File: src/rtl/core/knnsl_pkg.sv
// shared types and constants for the sorted neighbour list unit
// no dependencies
package knnsl_pkg;

  // list geometry
  localparam int CAPACITY = 16;
  localparam int IDX_W    = $clog2(CAPACITY);
  localparam int CNT_W    = $clog2(CAPACITY + 1);

  // item field widths
  localparam int DIST_W   = 32;
  localparam int CLASS_W  = 8;
  localparam int OCNT_W   = 5;
  localparam int NCNT_W   = 5;
  localparam int CMP_W    = (CNT_W > NCNT_W) ? CNT_W : NCNT_W;

  // configuration port
  localparam int PADDR_W  = 3;
  localparam int PDATA_W  = 32;
  localparam logic [PADDR_W-3:0] REG_NEIGHBOUR_COUNT = '0;
  localparam logic [NCNT_W-1:0]  NEIGHBOUR_COUNT_RESET = 5'd15;

  typedef enum logic [1:0] {
    FUNC_INSERT = 2'd0,
    FUNC_REMOVE = 2'd1,
    FUNC_CHECK  = 2'd2,
    FUNC_CLEAR  = 2'd3
  } func_t;

  typedef enum logic [1:0] {
    STATUS_OK    = 2'd0,
    STATUS_FULL  = 2'd1,
    STATUS_EMPTY = 2'd2
  } status_t;

  typedef struct packed {
    func_t               func;
    logic [DIST_W-1:0]   new_distance;
    logic [CLASS_W-1:0]  new_class;
    logic [CLASS_W-1:0]  query_class;
  } in_item_t;

  typedef struct packed {
    status_t             op_status;
    logic [OCNT_W-1:0]   stored_count;
    logic [DIST_W-1:0]   head_distance;
    logic [CLASS_W-1:0]  head_class;
    logic [OCNT_W-1:0]   mismatch_count;
    logic                error_flag;
  } out_item_t;

  // controller to datapath
  typedef struct packed {
    logic apply;       // run insert, remove or clear and load the result
    logic scan_start;  // begin a class scan
    logic scan_step;   // compare one stored class
    logic finish;      // load the scan result
  } dp_cmd_t;

  // datapath to controller
  typedef struct packed {
    logic is_check;    // offered item is a check error
    logic scan_done;   // scan index reached the entry count
  } dp_status_t;

endpackage

File: src/rtl/core/knnsl_ctrl.sv
// controller for the sorted neighbour list unit: item handshake and scan sequencing
// depends on knnsl_pkg
module knnsl_ctrl (
  input  logic                  clk,
  input  logic                  rst,
  input  logic                  in_valid,
  output logic                  in_stall,
  output logic                  out_valid,
  input  logic                  out_stall,
  input  knnsl_pkg::dp_status_t status,
  output knnsl_pkg::dp_cmd_t    cmd
);

  typedef enum logic [1:0] {
    ST_IDLE = 2'b01,
    ST_SCAN = 2'b10
  } state_t;

  state_t state;
  state_t state_next;
  logic   out_free;
  logic   accept;
  logic   load;
  logic   out_valid_next;

  // output slot can take a result this cycle
  assign out_free = !out_valid || !out_stall;
  assign in_stall = !((state == ST_IDLE) && out_free);
  assign accept   = in_valid && !in_stall;

  // commands
  always_comb begin
    cmd            = '0;
    cmd.apply      = accept && !status.is_check;
    cmd.scan_start = accept && status.is_check;
    cmd.scan_step  = (state == ST_SCAN) && !status.scan_done;
    cmd.finish     = (state == ST_SCAN) && status.scan_done && out_free;
  end

  // next state
  always_comb begin
    state_next = state;
    case (state)
      ST_IDLE: begin
        if (cmd.scan_start) state_next = ST_SCAN;
      end
      ST_SCAN: begin
        if (cmd.finish) state_next = ST_IDLE;
      end
      default: state_next = ST_IDLE;
    endcase
  end

  // output valid
  assign load = cmd.apply || cmd.finish;
  always_comb begin
    if (load) begin
      out_valid_next = 1'b1;
    end else begin
      out_valid_next = out_valid && out_stall;
    end
  end

  always_ff @(posedge clk) begin
    if (rst) begin
      state     <= ST_IDLE;
      out_valid <= 1'b0;
    end else begin
      state     <= state_next;
      out_valid <= out_valid_next;
    end
  end

endmodule

File: src/rtl/core/knnsl_datapath.sv
// datapath for the sorted neighbour list unit: entry cells, class scan, result register
// depends on knnsl_pkg
module knnsl_datapath (
  input  logic                              clk,
  input  logic                              rst,
  input  knnsl_pkg::in_item_t               in_item,
  input  logic [knnsl_pkg::NCNT_W-1:0]      neighbour_count,
  input  knnsl_pkg::dp_cmd_t                cmd,
  output knnsl_pkg::dp_status_t             status,
  output knnsl_pkg::out_item_t              out_item
);

  localparam int CAP = knnsl_pkg::CAPACITY;

  // entry cells, sorted by descending distance
  logic [knnsl_pkg::DIST_W-1:0]  ent_dist  [CAP];
  logic [knnsl_pkg::CLASS_W-1:0] cls       [CAP];
  logic [knnsl_pkg::DIST_W-1:0]  dist_next [CAP];
  logic [knnsl_pkg::CLASS_W-1:0] cls_next  [CAP];
  logic [knnsl_pkg::DIST_W-1:0]  dist_prev [CAP];
  logic [knnsl_pkg::CLASS_W-1:0] cls_prev  [CAP];
  logic [knnsl_pkg::DIST_W-1:0]  dist_succ [CAP];
  logic [knnsl_pkg::CLASS_W-1:0] cls_succ  [CAP];
  logic [knnsl_pkg::CNT_W-1:0]   count;
  logic [knnsl_pkg::CNT_W-1:0]   count_next;
  knnsl_pkg::status_t            op_status;

  // insert position marks
  logic [CAP-1:0] at_or_after;
  logic [CAP-1:0] at_or_after_prev;

  // scan state
  logic [knnsl_pkg::CNT_W-1:0]   scan_idx;
  logic [knnsl_pkg::CNT_W-1:0]   mism;
  logic [knnsl_pkg::CLASS_W-1:0] query;
  logic                          flag;

  // per cell: new entry lands here or later (beyond fill, or distance not above new)
  always_comb begin
    for (int i = 0; i < CAP; i++) begin
      at_or_after[i] = (knnsl_pkg::CNT_W'(i) >= count) ||
                       (ent_dist[i] <= in_item.new_distance);
    end
  end
  assign at_or_after_prev = {at_or_after[CAP-2:0], 1'b0};

  // neighbor taps for shifting
  for (genvar g = 0; g < CAP; g++) begin : g_tap
    if (g == 0) begin : g_first
      assign dist_prev[g] = ent_dist[g];
      assign cls_prev[g]  = cls[g];
    end else begin : g_rest
      assign dist_prev[g] = ent_dist[g-1];
      assign cls_prev[g]  = cls[g-1];
    end
    if (g == CAP - 1) begin : g_last
      assign dist_succ[g] = ent_dist[g];
      assign cls_succ[g]  = cls[g];
    end else begin : g_inner
      assign dist_succ[g] = ent_dist[g+1];
      assign cls_succ[g]  = cls[g+1];
    end
  end

  // list update for insert, remove and clear
  always_comb begin
    dist_next  = ent_dist;
    cls_next   = cls;
    count_next = count;
    op_status  = knnsl_pkg::STATUS_OK;
    case (in_item.func)
      knnsl_pkg::FUNC_INSERT: begin
        if (count == knnsl_pkg::CNT_W'(CAP)) begin
          op_status = knnsl_pkg::STATUS_FULL;
        end else begin
          for (int i = 0; i < CAP; i++) begin
            if (at_or_after[i] && !at_or_after_prev[i]) begin
              dist_next[i] = in_item.new_distance;
              cls_next[i]  = in_item.new_class;
            end else if (at_or_after[i]) begin
              dist_next[i] = dist_prev[i];
              cls_next[i]  = cls_prev[i];
            end
          end
          count_next = count + knnsl_pkg::CNT_W'(1);
        end
      end
      knnsl_pkg::FUNC_REMOVE: begin
        if (count == '0) begin
          op_status = knnsl_pkg::STATUS_EMPTY;
        end else begin
          for (int i = 0; i < CAP; i++) begin
            dist_next[i] = dist_succ[i];
            cls_next[i]  = cls_succ[i];
          end
          count_next = count - knnsl_pkg::CNT_W'(1);
        end
      end
      knnsl_pkg::FUNC_CHECK: begin
        count_next = count;
      end
      knnsl_pkg::FUNC_CLEAR: begin
        count_next = '0;
      end
      default: begin
        count_next = count;
      end
    endcase
  end

  // status back to the controller
  assign status.is_check  = (in_item.func == knnsl_pkg::FUNC_CHECK);
  assign status.scan_done = (scan_idx == count);

  // error flag against half the neighbour count
  assign flag = knnsl_pkg::CMP_W'(mism) > knnsl_pkg::CMP_W'(neighbour_count >> 1);

  // entry cells
  always_ff @(posedge clk) begin
    if (cmd.apply) begin
      ent_dist <= dist_next;
      cls      <= cls_next;
    end
  end

  // fill count
  always_ff @(posedge clk) begin
    if (rst) begin
      count <= '0;
    end else if (cmd.apply) begin
      count <= count_next;
    end
  end

  // class scan, one entry per cycle
  always_ff @(posedge clk) begin
    if (rst) begin
      scan_idx <= '0;
      mism     <= '0;
    end else if (cmd.scan_start) begin
      scan_idx <= '0;
      mism     <= '0;
    end else if (cmd.scan_step) begin
      scan_idx <= scan_idx + knnsl_pkg::CNT_W'(1);
      if (cls[scan_idx[knnsl_pkg::IDX_W-1:0]] != query) begin
        mism <= mism + knnsl_pkg::CNT_W'(1);
      end
    end
  end

  always_ff @(posedge clk) begin
    if (cmd.scan_start) begin
      query <= in_item.query_class;
    end
  end

  // result register
  always_ff @(posedge clk) begin
    if (cmd.apply) begin
      out_item.op_status      <= op_status;
      out_item.stored_count   <= knnsl_pkg::OCNT_W'(count_next);
      out_item.head_distance  <= (count_next != '0) ? dist_next[0] : '0;
      out_item.head_class     <= (count_next != '0) ? cls_next[0] : '0;
      out_item.mismatch_count <= '0;
      out_item.error_flag     <= 1'b0;
    end else if (cmd.finish) begin
      out_item.op_status      <= knnsl_pkg::STATUS_OK;
      out_item.stored_count   <= knnsl_pkg::OCNT_W'(count);
      out_item.head_distance  <= (count != '0) ? ent_dist[0] : '0;
      out_item.head_class     <= (count != '0) ? cls[0] : '0;
      out_item.mismatch_count <= knnsl_pkg::OCNT_W'(mism);
      out_item.error_flag     <= flag;
    end
  end

endmodule

File: src/rtl/core/knn_sorted_neighbour_list_unit.sv
// Sorted kNN candidate list holding up to knnsl_pkg::CAPACITY (distance, class) entries in
// descending distance order. Insert, remove-largest and clear update the entry cells by a
// parallel compare-and-shift and are accepted every cycle while no scan runs and the output
// register is free; their result is registered on acceptance. A check-error item walks the
// stored classes through one shared comparator, one entry per cycle, and occupies the block
// until its result is loaded; only then is the next item taken. Results wait in a single
// output register; a pending result does not block the next item unless out_stall is held.
// The neighbour_count register (byte address 0, reset 15) sets the error threshold and must
// be written only while the block is idle. The list is empty after reset; no clearing pass.
// top level; depends on knnsl_pkg, knnsl_ctrl, knnsl_datapath
module knn_sorted_neighbour_list_unit (
  input  logic                             clk,
  input  logic                             rst,
  input  logic                             in_valid,
  output logic                             in_stall,
  input  knnsl_pkg::in_item_t              in_item,
  output logic                             out_valid,
  input  logic                             out_stall,
  output knnsl_pkg::out_item_t             out_item,
  input  logic                             psel,
  input  logic                             penable,
  input  logic                             pwrite,
  input  logic [knnsl_pkg::PADDR_W-1:0]    paddr,
  input  logic [knnsl_pkg::PDATA_W-1:0]    pwdata,
  output logic [knnsl_pkg::PDATA_W-1:0]    prdata,
  output logic                             pready
);

  logic [knnsl_pkg::NCNT_W-1:0] neighbour_count;
  logic                         reg_hit;
  knnsl_pkg::dp_cmd_t           cmd;
  knnsl_pkg::dp_status_t        status;

  // register decode
  assign pready  = 1'b1;
  assign reg_hit = (paddr[knnsl_pkg::PADDR_W-1:2] == knnsl_pkg::REG_NEIGHBOUR_COUNT);
  assign prdata  = reg_hit ? knnsl_pkg::PDATA_W'(neighbour_count) : '0;

  always_ff @(posedge clk) begin
    if (rst) begin
      neighbour_count <= knnsl_pkg::NEIGHBOUR_COUNT_RESET;
    end else if (psel && penable && pwrite && pready && reg_hit) begin
      neighbour_count <= pwdata[knnsl_pkg::NCNT_W-1:0];
    end
  end

  knnsl_ctrl u_ctrl (
    .clk       (clk),
    .rst       (rst),
    .in_valid  (in_valid),
    .in_stall  (in_stall),
    .out_valid (out_valid),
    .out_stall (out_stall),
    .status    (status),
    .cmd       (cmd)
  );

  knnsl_datapath u_datapath (
    .clk             (clk),
    .rst             (rst),
    .in_item         (in_item),
    .neighbour_count (neighbour_count),
    .cmd             (cmd),
    .status          (status),
    .out_item        (out_item)
  );

endmodule

File: config.mk
export PLATFORM = sky130hd
export DESIGN_NAME = knn_sorted_neighbour_list_unit
export DESIGN_NICKNAME = d
export VERILOG_FILES = /design/src/rtl/core/knnsl_pkg.sv /design/src/rtl/core/knnsl_ctrl.sv /design/src/rtl/core/knnsl_datapath.sv /design/src/rtl/core/knn_sorted_neighbour_list_unit.sv
export SDC_FILE = /design/constraint.sdc
export NUM_CORES = 2
export LEC_CHECK = 0
export BUFFER_PORTS_ARGS = -buffer_cell sky130_fd_sc_hd__buf_2
export CORE_MARGIN = 5
export CORE_UTILIZATION = 40
export DETAILED_ROUTE_END_ITERATION = 10
export PLACE_DENSITY = 0.55
export SKIP_LAST_GASP = 1
export SLEW_MARGIN = 20
export SYNTH_ARGS = -nofsm -noshare
export SYNTH_HDL_FRONTEND = slang
export SYNTH_HIERARCHICAL = 1
export SYNTH_SLANG_ARGS = --single-unit
File: constraint.sdc
create_clock -name clk -period 6.4 [get_ports clk]
set_input_delay 0.32 -clock clk [delete_from_list [all_inputs] [get_ports clk]]
set_output_delay 0.32 -clock clk [all_outputs]
set_load 0.05 [all_outputs]
# After elaboration in Yosys (flattened, before gate mapping)
# Cells that the tools add are included.
[classes]
add_sub_neg = 4
order_cmp = 34
n_eq_ne = 26
muxes = 88
bitwise = 4
reduce_logical = 89
[op_table]
columns = ["op", "count"]
rows = [
  ["$mux W32", 33],
  ["$mux W512", 2],
  ["$pmux W512 S2", 1],
  ["$le A32 B32 Y1", 16],
  ["$mux W8", 35],
  ["$mux W128", 2],
  ["$pmux W128 S2", 1],
  ["$mux W53", 2],
  ["$reduce_and A5 Y1", 15],
  ["$ne A3 B1 Y1 const B", 14],
  ["$ge A4 B5 Y1 const A", 8],
  ["$bmux W8 S4", 1],
  ["$logic_and A1 B1 Y1", 26],
  ["$ge A3 B5 Y1 const A", 4],
  ["$logic_not A1 Y1", 20],
  ["$pmux W5 S4", 1],
  ["$logic_or A1 B1 Y1", 18],
  ["$add A5 B1 Y5 const B", 3],
  ["$mux W5", 3],
  ["$ge A1 B5 Y1 const A", 2],
  ["$ge A2 B5 Y1 const A", 2],
  ["$reduce_bool A5 Y1", 2],
  ["$ne A8 B8 Y1", 1],
  ["$pmux W2 S2", 2],
  ["other kinds (18)", 31],
]
[word_totals]
reg_bits = 724
inputBits = 92
elab_cells = 290

# Logic depth before layout (Yosys ltp)
[logic_depth]
ltp_word = 9
depth_mapped = 14
mapped_depth_nobuf = 10

# By module
# The synthesis kept the hierarchy.
[by_module_without_submodules]
columns = ["module", "instances", "cells_each", "area_each_um2"]
rows = [
  ["knnsl_datapath", 1, 4701, 48390.2],
  ["knn_sorted_neighbour_list_unit", 1, 58, 479.2],
  ["knnsl_ctrl", 1, 17, 156.4],
]

# Worst setup path before layout
# Ideal clock, no wire load.
[synth_timing]
kind = "reg-to-reg"
startpoint = "reg u_ctrl.out_valid"
endpoint = "reg u_datapath/cls[10] (netlist name) (enable)"
setup_ps = 451
t_arrival_ps = 4542
slack_ps = 1408
path_stages_with_launch = 8
path_buffers = 2
synth_period_minus_slack_ps = 4992
path_cell_list = "dfxtp_1 > nand2_1 > nand4b_1 > inv_1 > clkbuf_1 > o21ai_0 > clkbuf_1 > a21oi_1"
[synth_lines]
columns = ["item", "line", "source"]
rows = [
  ["start: declaration", "knnsl_ctrl.sv:8", "output logic out_valid,"],
  ["start signal: assignment", "knnsl_ctrl.sv:70", "out_valid <= out_valid_next;"],
  ["end signal: assignment", "knnsl_datapath.sv:122", "cls <= cls_next;"],
  ["end: declaration", "knnsl_datapath.sv:17", "logic [knnsl_pkg::CLASS_W-1:0] cls [CAP];"],
]

==> results.json <==
{
  "status": "finished clean",
  "via_per_inst": 6.32,
  "fin_ws_ns": 1.45,
  "fin_nets": 5388,
  "ir_drop_mv": 0.180,
  "io_buffer_count": 122,
  "grt_max_degree": 173,
  "coreArea_um2": 122000,
  "synthFlopType": "edfxtp_1",
  "clock-root-buffer": "clkbuf_16",
  "crit_arrival_ns": 5.32,
  "postRouteAntennaNets": 0,
  "grt_pass1_vias": 38800,
  "place_congestion": 0.903,
  "start_util": 0.403,
  "r2r_setup_slack_ns": 1.46,
  "synthTopCellsByArea": "edfxtp_1 43%, ha_1 13%, a221o_1 9.1%, nand2_1 5.3%, a21oi_1 4.3%",
  "yosysWarnings": 6,
  "drive_above_1_share": 0.100,
  "gr-total-overflow": 0,
  "clk_latency_ns": 0.68,
  "drt_iter0_drc": 4862,
  "dp_cells": 6277,
  "fin_skew_ns": 0.0279,
  "drc_errors": 0,
  "cp-end-kind": "register",
  "ys_seq_area_frac": 0.438,
  "synth_top_area_cell": "edfxtp_1",
  "io_pins": 180,
  "place_ws_ns": 1.35,
  "path_class": "in -> reg",
  "rsz0062_at_grt": "false",
  "r2r_cells": 10,
  "numCtsBuffers": 84,
  "die_area_um2": 130000,
  "crit-reg2reg-launch": "u_datapath/count[0]",
  "tns_ns": 0,
  "clock_sink_count": 724,
  "tritoncts": "built",
  "ff_latch_area_um2": 21500,
  "r2r-end": "u_datapath/dist_succ[25]",
  "p_leak_nw": 21.2,
  "wl_per_cell_um": 25.8,
  "first_pass_iters": 6,
  "ys_seq_elements": 724,
  "slew-limit-headroom": 0.179,
  "std_cell_rows": 128,
  "power.density_nw_per_um2": 217,
  "max_freq_ghz": 0.202,
  "crit_end": "u_datapath/dist_succ[25]",
  "multi_input_area_um2": 26200,
  "worstMarginPinSlew_ns": 1.23,
  "finalCritPeriodShare": 0.773,
  "netlist_top_cells_count": "695 x edfxtp_1, 687 x nand2_1, 523 x ha_1, 445 x a221o_1, 423 x a21oi_1",
  "async_reset_ff_frac": 0,
  "startpoint_type": "input pin",
  "clk_path_buf_depth": 3,
  "synthDistinctLibCells": 73,
  "hold_path_class": "in -> reg",
  "required_ns": 6.78,
  "synth_edf_count": 695,
  "cts.repair.resized": 0,
  "drv_slew": 0,
  "fin_hold_ws_ns": 0.0398,
  "final_cells": 6464,
  "path_max_fanout": 21,
  "finalSetupViolCount": 0,
  "fill_cells": 11600,
  "min_period_ns": 4.95,
  "syn_inst": 4776,
  "grt_pass1_wl_um": 249000,
  "final_hold_viol_count": 0,
  "gr-usage-all-layers": 0.245,
  "clk_pin_slew_ns": 0.06,
  "syn_area_um2": 49000,
  "area_delta_synth_final_pct": 11.0,
  "dp_hpwl_um": 123000,
  "die_h_um": 360,
  "finalWirelength_um": 167000,
  "die_w_um": 360,
  "max_cap_violations": 0,
  "syn-mean-instance-area_um2": 10.3,
  "crit_start": "in_item[41]",
  "h-tree-depth": 3,
  "fin_util": 0.447,
  "antenna_found_initial": 3,
  "synth.most_common_cell": "edfxtp_1",
  "route.vias.total": 40900,
  "synth_top_area_share": 0.426
}
## worst max-delay path, stage by stage
cell and delay (ns):
dlygate4sd3_1 0.53, buf_2 0.14, inv_1 0.31, buf_4 0.36, ha_1 0.21, nand2_1 0.07, nor3_1 0.34, nand3_1 0.19
or3_1 0.49, or4_1 0.54, o211ai_1 0.50, nand2_2 0.65, buf_4 0.45, mux2i_1 0.18
## per-stage QoR
step / area [um2] / total power (W)
after floorplan: 49100 / 0.00669
after global placement: 51500 / 0.00720
after CTS: 54400 / 0.0119
after detailed placement: 51500 / 0.00724
final: 54400 / 0.0118
after global routing: 54400 / 0.0123
## worst min path at each step
stage                                       from                endpoint  slack (ns)  cells past startpoint
after floorplan                              rst        u_ctrl/out_valid        0.39                      1
after global placement        neighbour_count[4]      neighbour_count[4]        0.47                      2
after detailed placement  u_datapath/out_item[2]  u_datapath/out_item[2]        0.49                      2
after CTS                                    rst     u_datapath/count[4]       0.002                      2
after global routing                 in_item[11]  u_datapath/out_item[9]        0.04                      2
final                                        rst     u_datapath/count[4]        0.04                      2
## cell type report
class / instances / area share
antenna: 2 / 0.0000919
inverter: 68 / 0.00471
sequential: 724 / 0.394
timing repair buffer: 279 / 0.0358
multi-input combinational: 3616 / 0.481
tap: 1625 / 0.0373
clock inverter: 44 / 0.00469
clock buffer: 106 / 0.0419
## logic make-up after synthesis
group | count (synthesis) | share of synthesized area
AO/OA/AOI/OAI | 1418 | 0.215
XOR/XNOR | 27 | 0.00482
adder cells (fa/ha/maj) | 523 | 0.133
buffers and inverters | 462 | 0.0380
flip-flops | 724 | 0.438
multiplexers | 137 | 0.0362
other | 2 | 0.000153
AND/OR/NAND/NOR | 1483 | 0.135
## cell usage in the layout (no fill, tap or decap), types with 10 or more instances in the layout
| master | Yosys | layout |
|---|---|---|
| clkbuf_1 | 325 | 16 |
| nor2b_1 | 25 | 23 |
| and3_1 | 22 | 21 |
| dfxtp_1 | 29 | 27 |
| o21bai_1 | 10 | 10 |
| a2111oi_0 | 13 | 13 |
| clkinv_2 | 0 | 15 |
| ha_1 | 523 | 523 |
| nor2_4 | 0 | 11 |
| nor3_1 | 16 | 12 |
| nor2_2 | 0 | 13 |
| conb_1 | 2 | 28 |
| clkbuf_16 | 0 | 87 |
| xor2_1 | 15 | 15 |
| nand3_1 | 191 | 191 |
| buf_2 | 7 | 122 |
| clkinv_1 | 0 | 22 |
| and2_0 | 11 | 11 |
| a21oi_4 | 0 | 10 |
| nor4_1 | 31 | 31 |
| a211oi_1 | 23 | 22 |
| inv_1 | 68 | 66 |
| nor2_1 | 294 | 270 |
| buf_4 | 28 | 117 |
| and2_1 | 37 | 36 |
| o211ai_1 | 210 | 210 |
| a31oi_1 | 14 | 11 |
| nand4_1 | 123 | 123 |
| mux4_2 | 32 | 32 |
| nand2_1 | 687 | 684 |
| mux2i_1 | 104 | 104 |
| a221o_1 | 445 | 445 |
| dlygate4sd3_1 | 0 | 34 |
| o21ai_0 | 96 | 95 |
| a21o_1 | 105 | 105 |
| edfxtp_1 | 695 | 695 |
| nand2b_1 | 12 | 12 |
| a31o_2 | 15 | 15 |
| a21oi_1 | 423 | 413 |
| xnor2_1 | 12 | 12 |
## flip-flops by register name (all words and copies together) (netlist names)
register and flops:
u_datapath/scan_idx 5, u_datapath/count 5, u_ctrl/state 2, u_datapath/cls 128
u_datapath/dist_succ 32, u_datapath/mism 5, u_datapath/dist_prev 480, u_datapath/query 8
u_datapath/out_item 53, neighbour_count 5, u_ctrl/out_valid 1
## layer usage
layer / track usage / up-vias / wire, um
li1: - / 18700 / -
met3: 0.0420 / 155 / 15500
met4: 0.0587 / 2 / 3390
met5: 0 / - / 9
met2: 0.353 / 1894 / 69300
met1: 0.381 / 20100 / 78400
## where the power goes
part	switching, W	internal (W)	leakage (nW)
Sequential	0.000141	0.00540	6.76
Combinational	0.00110	0.000554	13.2
Clock	0.00207	0.00255	1.24
Total	0.00331	0.00850	21.2
## timing repair
action | CTS | global route
hold buffers | 34 | 0
buffers inserted | 0 | 0
hold endpoints to repair | 34 | 0
Power figures use the tool's default switching activity.
